### src/rtl/tgdw_pkg.sv
// Package for the torus grid walk unit: defaults, register indexes, microcode and its table.
package tgdw_pkg;

  // Default grid shape
  localparam int unsigned DEF_GRID_WIDTH  = 4;
  localparam int unsigned DEF_GRID_HEIGHT = 8;

  // Field widths fixed by the interface
  localparam int unsigned KEY_W   = 32;
  localparam int unsigned IDX_W   = 5;
  localparam int unsigned LEVEL_W = 8;
  localparam int unsigned CFG_A_W = 3;
  localparam int unsigned CFG_D_W = 8;
  localparam int unsigned PC_W    = 4;

  localparam logic [LEVEL_W-1:0] LEVEL_MAX = 8'hFF;
  localparam logic [2:0]         LAST_ROUND = 3'd7;

  // Configuration register indexes
  localparam logic [CFG_A_W-1:0] REG_WALK_MODE     = 3'd0;
  localparam logic [CFG_A_W-1:0] REG_GATE_MODE     = 3'd1;
  localparam logic [CFG_A_W-1:0] REG_CLAMP_ENABLE  = 3'd2;
  localparam logic [CFG_A_W-1:0] REG_ROTATE_AMOUNT = 3'd3;
  localparam logic [CFG_A_W-1:0] REG_START_CELL    = 3'd4;
  localparam logic [CFG_A_W-1:0] REG_LEVEL_SCALE   = 3'd5;

  // Step directions
  localparam logic [1:0] DIR_N = 2'd0;
  localparam logic [1:0] DIR_E = 2'd1;
  localparam logic [1:0] DIR_S = 2'd2;
  localparam logic [1:0] DIR_W = 2'd3;

  // Micro-operations
  typedef enum logic [2:0] {
    OP_IDLE,    // wait for a word, latch it
    OP_CLEAR,   // zero one cell per cycle
    OP_LOAD,    // load the step count for a direction
    OP_STEP,    // one step per cycle until the count runs out
    OP_RNDEND,  // next round in bit mode
    OP_EMRD,    // read a cell once the output register is free
    OP_EMLD,    // load the output register
    OP_END      // back to idle
  } op_e;

  // One control word: operation, direction, jump target
  typedef struct packed {
    op_e             op;
    logic [1:0]      dir;
    logic [PC_W-1:0] tgt;
  } ucode_t;

  // Program table
  function automatic ucode_t ucode_rom(input logic [PC_W-1:0] pc);
    ucode_t uw;
    uw = '{op: OP_END, dir: DIR_N, tgt: 4'd0};
    case (pc)
      4'd0:  uw = '{op: OP_IDLE,   dir: DIR_N, tgt: 4'd1};
      4'd1:  uw = '{op: OP_CLEAR,  dir: DIR_N, tgt: 4'd2};
      4'd2:  uw = '{op: OP_LOAD,   dir: DIR_N, tgt: 4'd3};
      4'd3:  uw = '{op: OP_STEP,   dir: DIR_N, tgt: 4'd4};
      4'd4:  uw = '{op: OP_LOAD,   dir: DIR_E, tgt: 4'd5};
      4'd5:  uw = '{op: OP_STEP,   dir: DIR_E, tgt: 4'd6};
      4'd6:  uw = '{op: OP_LOAD,   dir: DIR_S, tgt: 4'd7};
      4'd7:  uw = '{op: OP_STEP,   dir: DIR_S, tgt: 4'd8};
      4'd8:  uw = '{op: OP_LOAD,   dir: DIR_W, tgt: 4'd9};
      4'd9:  uw = '{op: OP_STEP,   dir: DIR_W, tgt: 4'd10};
      4'd10: uw = '{op: OP_RNDEND, dir: DIR_N, tgt: 4'd2};
      4'd11: uw = '{op: OP_EMRD,   dir: DIR_N, tgt: 4'd12};
      4'd12: uw = '{op: OP_EMLD,   dir: DIR_N, tgt: 4'd11};
      4'd13: uw = '{op: OP_END,    dir: DIR_N, tgt: 4'd0};
      default: uw = '{op: OP_END,  dir: DIR_N, tgt: 4'd0};
    endcase
    return uw;
  endfunction

endpackage

### src/rtl/tgdw_ram.sv
// Generic single write port, single read port RAM with registered read data.
module tgdw_ram #(
  parameter int unsigned WIDTH = 8,
  parameter int unsigned DEPTH = 32,
  parameter int unsigned AW    = $clog2(DEPTH)
) (
  input  logic             clk_i,
  input  logic             we_i,
  input  logic [AW-1:0]    waddr_i,
  input  logic [WIDTH-1:0] wdata_i,
  input  logic [AW-1:0]    raddr_i,
  output logic [WIDTH-1:0] rdata_o
);

  logic [WIDTH-1:0] mem_q [DEPTH];

  // Write port
  always_ff @(posedge clk_i) begin
    if (we_i) begin
      mem_q[waddr_i] <= wdata_i;
    end
  end

  // Registered read port
  always_ff @(posedge clk_i) begin
    rdata_o <= mem_q[raddr_i];
  end

endmodule

### src/rtl/torus_grid_direction_walk_unit.sv
// Top level of the torus grid walk unit: microcoded sequencer, cell RAM and output register.
//
// A 32-bit key word comes in on in_valid_i/in_ready_o; it is taken only while
// the sequencer sits idle. The word is rotated, its four bytes steer a walk on
// a GRID_WIDTH x GRID_HEIGHT torus, and one word per cell leaves on
// out_valid_o/out_ready_i, in cell order, with last_o on the final cell.
// Registers are written on cfg_valid_i/cfg_ready_o (always ready) by index.
// Per key word, with N cells: it is accepted, the N cells of the RAM are cleared,
// then in count mode the walk takes one cycle per step, the RAM read-modify-write
// being overlapped with the next step, and in bit mode it runs 8 rounds with one
// step per set bit; then each cell is read and loaded into the output register,
// and the sequencer returns to idle. Each output word takes a RAM read and then
// an output-register load, since the RAM read is registered.
// A stalled receiver holds the current output word and the sequencer waits
// on it; the final word of a run may still wait while the next key word is
// taken. Reset puts the sequencer idle, clears the output valid and sets the
// registers to their defaults; the cell RAM is cleared per word, not at reset.
module torus_grid_direction_walk_unit
  import tgdw_pkg::*;
#(
  parameter int unsigned GRID_WIDTH  = DEF_GRID_WIDTH,
  parameter int unsigned GRID_HEIGHT = DEF_GRID_HEIGHT
) (
  input  logic               clk_i,
  input  logic               rst_ni,
  input  logic               in_valid_i,
  output logic               in_ready_o,
  input  logic [KEY_W-1:0]   key_word_i,
  output logic               out_valid_o,
  input  logic               out_ready_i,
  output logic [IDX_W-1:0]   cell_index_o,
  output logic [LEVEL_W-1:0] level_o,
  output logic               last_o,
  input  logic               cfg_valid_i,
  output logic               cfg_ready_o,
  input  logic [CFG_A_W-1:0] cfg_index_i,
  input  logic [CFG_D_W-1:0] cfg_data_i
);

  localparam int unsigned CELLS = GRID_WIDTH * GRID_HEIGHT;
  localparam int unsigned AW    = $clog2(CELLS);
  localparam int unsigned XW    = $clog2(GRID_WIDTH);
  localparam int unsigned YW    = $clog2(GRID_HEIGHT);
  localparam int unsigned OW    = 9;

  localparam logic [AW-1:0] LAST_CELL = AW'(CELLS - 1);
  localparam logic [XW-1:0] X_MAX     = XW'(GRID_WIDTH - 1);
  localparam logic [YW-1:0] Y_MAX     = YW'(GRID_HEIGHT - 1);
  localparam logic [OW-1:0] ORG_MAX   = OW'(CELLS - 1);

  // Configuration registers
  logic             walk_mode_q, gate_mode_q, clamp_enable_q;
  logic [5:0]       rotate_amount_q;
  logic [4:0]       start_cell_q;
  logic [7:0]       level_scale_q;

  assign cfg_ready_o = 1'b1;

  always_ff @(posedge clk_i or negedge rst_ni) begin
    if (!rst_ni) begin
      walk_mode_q     <= 1'b1;
      gate_mode_q     <= 1'b1;
      clamp_enable_q  <= 1'b0;
      rotate_amount_q <= 6'd0;
      start_cell_q    <= 5'd18;
      level_scale_q   <= 8'd1;
    end else if (cfg_valid_i) begin
      case (cfg_index_i)
        REG_WALK_MODE:     walk_mode_q     <= cfg_data_i[0];
        REG_GATE_MODE:     gate_mode_q     <= cfg_data_i[0];
        REG_CLAMP_ENABLE:  clamp_enable_q  <= cfg_data_i[0];
        REG_ROTATE_AMOUNT: rotate_amount_q <= cfg_data_i[5:0];
        REG_START_CELL:    start_cell_q    <= cfg_data_i[4:0];
        REG_LEVEL_SCALE:   level_scale_q   <= cfg_data_i;
        default: ;
      endcase
    end
  end

  // Sequencer and datapath registers
  logic [PC_W-1:0]    pc_q, pc_d;
  logic [KEY_W-1:0]   word_q, word_d;
  logic [XW-1:0]      x_q, x_d;
  logic [YW-1:0]      y_q, y_d;
  logic [7:0]         rem_q, rem_d;
  logic [2:0]         round_q, round_d;
  logic [AW-1:0]      cnt_q, cnt_d;
  logic               pend_q, pend_d;
  logic [AW-1:0]      pend_addr_q, pend_addr_d;
  logic               out_valid_q, out_valid_d;
  logic [IDX_W-1:0]   out_idx_q, out_idx_d;
  logic [LEVEL_W-1:0] out_level_q, out_level_d;
  logic               out_last_q, out_last_d;

  ucode_t uw;
  assign uw = ucode_rom(pc_q);

  // RAM port signals
  logic               ram_we;
  logic [AW-1:0]      ram_waddr, ram_raddr;
  logic [7:0]         ram_wdata, ram_rdata;

  tgdw_ram #(
    .WIDTH (8),
    .DEPTH (CELLS)
  ) u_cells (
    .clk_i   (clk_i),
    .we_i    (ram_we),
    .waddr_i (ram_waddr),
    .wdata_i (ram_wdata),
    .raddr_i (ram_raddr),
    .rdata_o (ram_rdata)
  );

  // Rotated key word and start position
  logic [2*KEY_W-1:0] rot_wide;
  logic [KEY_W-1:0]   rot_word;
  logic [OW-1:0]      start_ext, origin;
  assign rot_wide  = {key_word_i, key_word_i} << rotate_amount_q[4:0];
  assign rot_word  = rot_wide[2*KEY_W-1:KEY_W];
  assign start_ext = {{(OW-5){1'b0}}, start_cell_q};
  assign origin    = (start_ext > ORG_MAX) ? ORG_MAX : start_ext;

  // Byte for the current direction, and the step count it gives
  logic [7:0] dir_byte, load_cnt;
  always_comb begin
    case (uw.dir)
      DIR_N:   dir_byte = word_q[31:24];
      DIR_E:   dir_byte = word_q[23:16];
      DIR_S:   dir_byte = word_q[15:8];
      default: dir_byte = word_q[7:0];
    endcase
    load_cnt = walk_mode_q ? dir_byte : {7'd0, dir_byte[round_q]};
  end

  // Next position on the torus
  logic [XW-1:0] nx;
  logic [YW-1:0] ny;
  logic [AW-1:0] naddr;
  always_comb begin
    nx = x_q;
    ny = y_q;
    case (uw.dir)
      DIR_N:   ny = (y_q == '0) ? Y_MAX : y_q - 1'b1;
      DIR_E:   nx = (x_q == X_MAX) ? '0 : x_q + 1'b1;
      DIR_S:   ny = (y_q == Y_MAX) ? '0 : y_q + 1'b1;
      default: nx = (x_q == '0) ? X_MAX : x_q - 1'b1;
    endcase
    naddr = AW'(ny * GRID_WIDTH) + AW'(nx);
  end

  // Output level of the cell just read
  logic [15:0]        prod;
  logic [LEVEL_W-1:0] cell_level;
  logic [31:0]        cnt_ext;
  always_comb begin
    prod = ram_rdata * level_scale_q;
    if (gate_mode_q) begin
      cell_level = (ram_rdata != 8'd0) ? LEVEL_MAX : 8'd0;
    end else if (clamp_enable_q && (prod > 16'(LEVEL_MAX))) begin
      cell_level = LEVEL_MAX;
    end else begin
      cell_level = prod[7:0];
    end
    cnt_ext = 32'(cnt_q);
  end

  logic out_free;
  assign out_free   = !out_valid_q || out_ready_i;
  assign in_ready_o = (uw.op == OP_IDLE);

  // Sequencer step
  always_comb begin
    pc_d        = pc_q;
    word_d      = word_q;
    x_d         = x_q;
    y_d         = y_q;
    rem_d       = rem_q;
    round_d     = round_q;
    cnt_d       = cnt_q;
    pend_d      = 1'b0;
    pend_addr_d = pend_addr_q;
    out_valid_d = out_valid_q && !out_ready_i;
    out_idx_d   = out_idx_q;
    out_level_d = out_level_q;
    out_last_d  = out_last_q;
    ram_raddr   = cnt_q;

    // pending read-modify-write lands in the cycle after its read
    ram_we    = pend_q;
    ram_waddr = pend_addr_q;
    ram_wdata = gate_mode_q ? (ram_rdata ^ 8'd1) : (ram_rdata + 8'd1);

    case (uw.op)
      OP_IDLE: begin
        if (in_valid_i) begin
          word_d  = rot_word;
          x_d     = '0;
          y_d     = '0;
          round_d = '0;
          cnt_d   = '0;
          pc_d    = uw.tgt;
        end
      end
      OP_CLEAR: begin
        ram_we    = 1'b1;
        ram_waddr = cnt_q;
        ram_wdata = 8'd0;
        // scan position follows the clear pass up to the start cell
        if (OW'(cnt_q) < origin) begin
          if (x_q == X_MAX) begin
            x_d = '0;
            y_d = y_q + 1'b1;
          end else begin
            x_d = x_q + 1'b1;
          end
        end
        if (cnt_q == LAST_CELL) begin
          cnt_d = '0;
          pc_d  = uw.tgt;
        end else begin
          cnt_d = cnt_q + 1'b1;
        end
      end
      OP_LOAD: begin
        rem_d = load_cnt;
        pc_d  = uw.tgt;
      end
      OP_STEP: begin
        if (rem_q == 8'd0) begin
          pc_d = uw.tgt;
        end else begin
          x_d         = nx;
          y_d         = ny;
          ram_raddr   = naddr;
          pend_d      = 1'b1;
          pend_addr_d = naddr;
          rem_d       = rem_q - 1'b1;
        end
      end
      OP_RNDEND: begin
        if (!walk_mode_q && (round_q != LAST_ROUND)) begin
          round_d = round_q + 1'b1;
          pc_d    = uw.tgt;
        end else begin
          pc_d = pc_q + 1'b1;
        end
      end
      OP_EMRD: begin
        if (out_free) begin
          pc_d = uw.tgt;
        end
      end
      OP_EMLD: begin
        out_valid_d = 1'b1;
        out_idx_d   = cnt_ext[IDX_W-1:0];
        out_level_d = cell_level;
        out_last_d  = (cnt_q == LAST_CELL);
        if (cnt_q == LAST_CELL) begin
          pc_d = pc_q + 1'b1;
        end else begin
          cnt_d = cnt_q + 1'b1;
          pc_d  = uw.tgt;
        end
      end
      OP_END: begin
        pc_d = uw.tgt;
      end
      default: begin
        pc_d = '0;
      end
    endcase
  end

  // Control registers
  always_ff @(posedge clk_i or negedge rst_ni) begin
    if (!rst_ni) begin
      pc_q        <= '0;
      pend_q      <= 1'b0;
      out_valid_q <= 1'b0;
    end else begin
      pc_q        <= pc_d;
      pend_q      <= pend_d;
      out_valid_q <= out_valid_d;
    end
  end

  // Payload registers
  always_ff @(posedge clk_i) begin
    word_q      <= word_d;
    x_q         <= x_d;
    y_q         <= y_d;
    rem_q       <= rem_d;
    round_q     <= round_d;
    cnt_q       <= cnt_d;
    pend_addr_q <= pend_addr_d;
    out_idx_q   <= out_idx_d;
    out_level_q <= out_level_d;
    out_last_q  <= out_last_d;
  end

  assign out_valid_o  = out_valid_q;
  assign cell_index_o = out_idx_q;
  assign level_o      = out_level_q;
  assign last_o       = out_last_q;

endmodule

### config.mk
export PLATFORM = sky130hd
export DESIGN_NAME = torus_grid_direction_walk_unit
export DESIGN_NICKNAME = d
export VERILOG_FILES = /design/src/rtl/tgdw_pkg.sv /design/src/rtl/tgdw_ram.sv /design/src/rtl/torus_grid_direction_walk_unit.sv
export SDC_FILE = /design/constraint.sdc
export NUM_CORES = 1
export LEC_CHECK = 0
export BUFFER_PORTS_ARGS = -buffer_cell sky130_fd_sc_hd__buf_2
export CAP_MARGIN = 20
export CORE_MARGIN = 3
export CORE_UTILIZATION = 30
export CTS_BUF_LIST = sky130_fd_sc_hd__clkbuf_4 sky130_fd_sc_hd__clkbuf_8
export DETAILED_ROUTE_END_ITERATION = 10
export MAX_ROUTING_LAYER = met4
export PLACE_DENSITY = 0.5
export RECOVER_POWER = 25
export SLEW_MARGIN = 0
export SYNTH_ARGS = -nofsm -noshare
export SYNTH_HDL_FRONTEND = slang
export SYNTH_SLANG_ARGS = --single-unit
export TNS_END_PERCENT = 5
### constraint.sdc
create_clock -name clk_i -period 5.41 [get_ports clk_i]
set_clock_uncertainty 0.1 [all_clocks]
set_input_delay 0.541 -clock clk_i [delete_from_list [all_inputs] [get_ports clk_i]]
set_output_delay 0.541 -clock clk_i [all_outputs]
set_load 0.005 [all_outputs]
==> impl_summary.txt <==
----------------------------------------------------
[Placement]
  Input/output buffers ... 63
  Placed wire-length estimate ... 33.4 mm
  GPL Wtd Cong ... 0.825
  Standard cell area after detailed placement ... 20900 sq um
  Instance count after placement with tap cells included ... 2478

[Timing]
  Max-slew violations ... 165
  Slew at the pin closest to its max-slew limit ... 2.12 ns
  Remaining max-slew budget at the tightest pin ... -0.413
  Setup violations, final ... 0
  Final clock period utilization by the worst path ... 0.963
  WHS ... 0.0582 ns
  Minimum clock period after layout ... 5.21 ns
  Endpoints failing hold ... 0
  Maximum frequency from static timing analysis ... 192 MHz

[Floorplan]
  Die span in y ... 260 um
  I/O Pins ... 65
  Initial standard-cell utilization of the core ... 0.305
  Area enclosed by the die boundary ... 67700 sq um
  Horizontal die dimension ... 260 um
  Core area ... 63500 sq um
  Number of rows in the core area ... 92

[Clock tree]
  Clock-pin slew on the worst setup and hold paths ... 0.06 ns
  Clock tree from TritonCTS ... built
  Clk sink count ... 363
  Clock buffer depth ... 3
  CTS H-tree depth ... 3
  Cell at the root of the clock tree ... sky130_fd_sc_hd__clkbuf_8
  Later-pin clock latency in the skew report ... 0.62 ns
  Number of clock buffers inserted by TritonCTS ... 68

[Critical path]
  Slowest cell on the critical path ... sky130_fd_sc_hd__fa_1
  Largest incremental delay on the critical path ... 0.56 ns
  Crit-path cells ... and2_1, fa_1, fa_1, fa_1, inv_1, fa_1, inv_1, ha_1, or2_2, a2111oi_4, buf_4, buf_4, o21ba_2, o2111ai_1, a2111o_1, and2_4, o21a_1
  Crit Path Max Fanout ... 4
  Data arrival time at the worst-slack endpoint ... 5.46 ns
  CP most frequent cell ... sky130_fd_sc_hd__fa_1
  Startpoint types ... flop
  Worst EP required ... 5.66 ns
  Type of element capturing the critical path ... flop
  Cell count of the worst reg-to-reg path ... 17
  Worst Setup Path Type ... flop to flop

[GRT]
  Total gr overflow ... 0
  Pin count of the biggest net entering global routing ... 95
  Global-route wire length before repair ... 76.2 mm
  Antenna violations before repair ... 1
  Number of global-route vias before repair ... 13100
  Global Route Usage Sum ... 0.149

[Cells and area]
  Fin nets ... 1849
  Share of layout cells above drive strength 1 ... 0.185
  Area growth, synth to finish ... 14.7%
  Design area ... 22200 sq um
  Footprint of the multi-input gates ... 8120 sq um
  Reg area ... 10700 sq um
  Layout Cells excl Fill ... 2603
  Fill cell count ... 6345

[Detailed routing]
  Vias after detailed routing ... 12800
  Count of nets left with antenna violations after detail routing ... 0
  Overall routed net length ... 48.2 mm
  Routed length per placed instance ... 18.5 um
  Initial DRC Count ... 845
  Post-route DRC violation count ... 0
  Routed vias/inst ... 4.91
  Drt first pass iters ... 5

[Synthesis]
  Primary FF master, synth ... sky130_fd_sc_hd__edfxtp_1
  Register bit count reported by yosys ... 363
  Top cell type by total area after synthesis ... sky130_fd_sc_hd__edfxtp_1
  Number of enable flip-flop cells after synthesis ... 328
  Fraction of post-synthesis cell area in the top cell type by area ... 0.508
  Ranking of synthesized cells by instance count ... 328 x sky130_fd_sc_hd__edfxtp_1, 258 x sky130_fd_sc_hd__nand2_1, 127 x sky130_fd_sc_hd__mux2i_1, 83 x sky130_fd_sc_hd__nand3_1, 77 x sky130_fd_sc_hd__inv_1
  FFs w/ async S/R, synth ... 0.0744
  Post-synthesis instance total ... 1587
  Mean Syn Cell Area ... 12.2 sq um
  Unique masters post-synth ... 80
  Number of nets in the synthesized netlist ... 1730
  Most instantiated library cell after synthesis ... sky130_fd_sc_hd__edfxtp_1
  Netlist area before placement ... 19400 sq um
  Total number of yosys warnings ... 0
  Area contributors post-synth ... sky130_fd_sc_hd__edfxtp_1 51%, sky130_fd_sc_hd__mux2i_1 6.6%, sky130_fd_sc_hd__nand2_1 5.0%
  Seq/Total Area, Yosys ... 0.551

[Outcome]
  Outcome ... complete, but fails checks
  Violations in the final reports ... capacitance limit, slew limit

[Job]
  MaxCap Viol Count ... 5

[Min path]
  HP Class ... input pin to flop
  Worst hold stages ... 2

----------------------------------------------------
worst paths after layout:
check | to | slack [ns] | startpoint
max | level_o[4] | 0.20 | level_scale_q[7]
min | out_valid_o | 0.06 | out_ready_i
max reg2reg | level_o[4] | 0.20 | level_scale_q[7]
min reg2reg | start_cell_q[0] | 0.43 | start_cell_q[0]
max in group asynchronous | level_scale_q[3] | 3.18 | rst_ni
min in group asynchronous | out_valid_o | 0.83 | rst_ni
critical path, delay by kind of cell (launching register included):
kind | cells | cell delay, ns
compound gates | 5 | 1.07
flops | 1 | 0.41
simple gates | 3 | 0.73
buf+inv | 4 | 0.36
fa+ha+maj | 5 | 2.27
through the flow:
| step | TNS [ns] | util | worst slack, ns |
|---|---|---|---|
| 2_1_floorplan | 0 | - | 0.102 |
| 3_3_place_gp | 0 | 0.329 | 0.0520 |
| 3_5_place_dp | -0.163 | 0.329 | -0.0455 |
| 4_1_cts | 0 | 0.350 | 0.0112 |
| 5_1_grt | -0.0167 | 0.350 | -0.0100 |
| 6_report | 0 | 0.350 | 0.199 |
sequential cells by signal (all words and copies together) (netlist names):
signal and count:
out_valid_o 1, round_q 3, u_cells.rdata_o 8, pend_q 1, rotate_amount_q 5, pc_q 4
word_q 32, y_q 3, cnt_q 5, start_cell_q 5, gate_mode_q 1, last_o 1
clamp_enable_q 1, level_o 8, level_scale_q 8, walk_mode_q 1, rem_q 8, u_cells.mem_q 256
cell_index_o 5, pend_addr_q 5, x_q 2
logic make-up after synthesis:
family | Yosys count | synth area share
multiplexers | 203 | 0.130
other | 1 | 0.000193
buffers and inverters | 154 | 0.0330
flip-flops | 363 | 0.551
AO/OA/AOI/OAI | 197 | 0.0689
adder cells (fa/ha/maj) | 95 | 0.0752
XOR/XNOR | 25 | 0.0113
AND/OR/NAND/NOR | 549 | 0.130
cells in the final DEF, fill, tap and decap left out, types with 47 or more instances in the layout:
master / netlist / routed
sky130_fd_sc_hd__edfxtp_1: 328 / 328
sky130_fd_sc_hd__nand2_1: 258 / 258
sky130_fd_sc_hd__mux2i_1: 127 / 127
sky130_fd_sc_hd__nand3_1: 83 / 83
sky130_fd_sc_hd__inv_1: 77 / 78
sky130_fd_sc_hd__clkbuf_8: 0 / 71
sky130_fd_sc_hd__nor2_1: 76 / 69
sky130_fd_sc_hd__o21ai_0: 61 / 60
sky130_fd_sc_hd__ha_1: 59 / 57
sky130_fd_sc_hd__buf_2: 16 / 49
sky130_fd_sc_hd__buf_4: 9 / 49
sky130_fd_sc_hd__and2_1: 52 / 47
cell type report:
type                       instances  area share
tap                              846      0.0476
sequential                       363       0.481
clock buffer                     101      0.0541
inverter                          80      0.0135
antenna                            3    0.000338
multi-input combinational       1070       0.365
clock inverter                    17     0.00501
timing repair buffer             123      0.0331
metal layers:
layer,vias up,global-route usage,part of all wire
li1,6071,-,-
met1,6352,0.192,0.45
met2,294,0.242,0.49
met3,72,0.0243,0.044
met4,0,0.0423,0.019
met5,-,-,0
what timing repair did:
item / in CTS / in global routing
cloned: 0 / 0
gates resized for setup: 2 / 15
setup buffers: 1 / 1
pin swaps: 3 / 5
hold buffers: 1 / 0
endpoints found under the hold margin: 22 / 0
setup endpoints to repair: 4 / 8
Power is left out: the tool's default activity adds up to more than one toggle a clock period on the data nets, which glitch-free logic cannot reach.
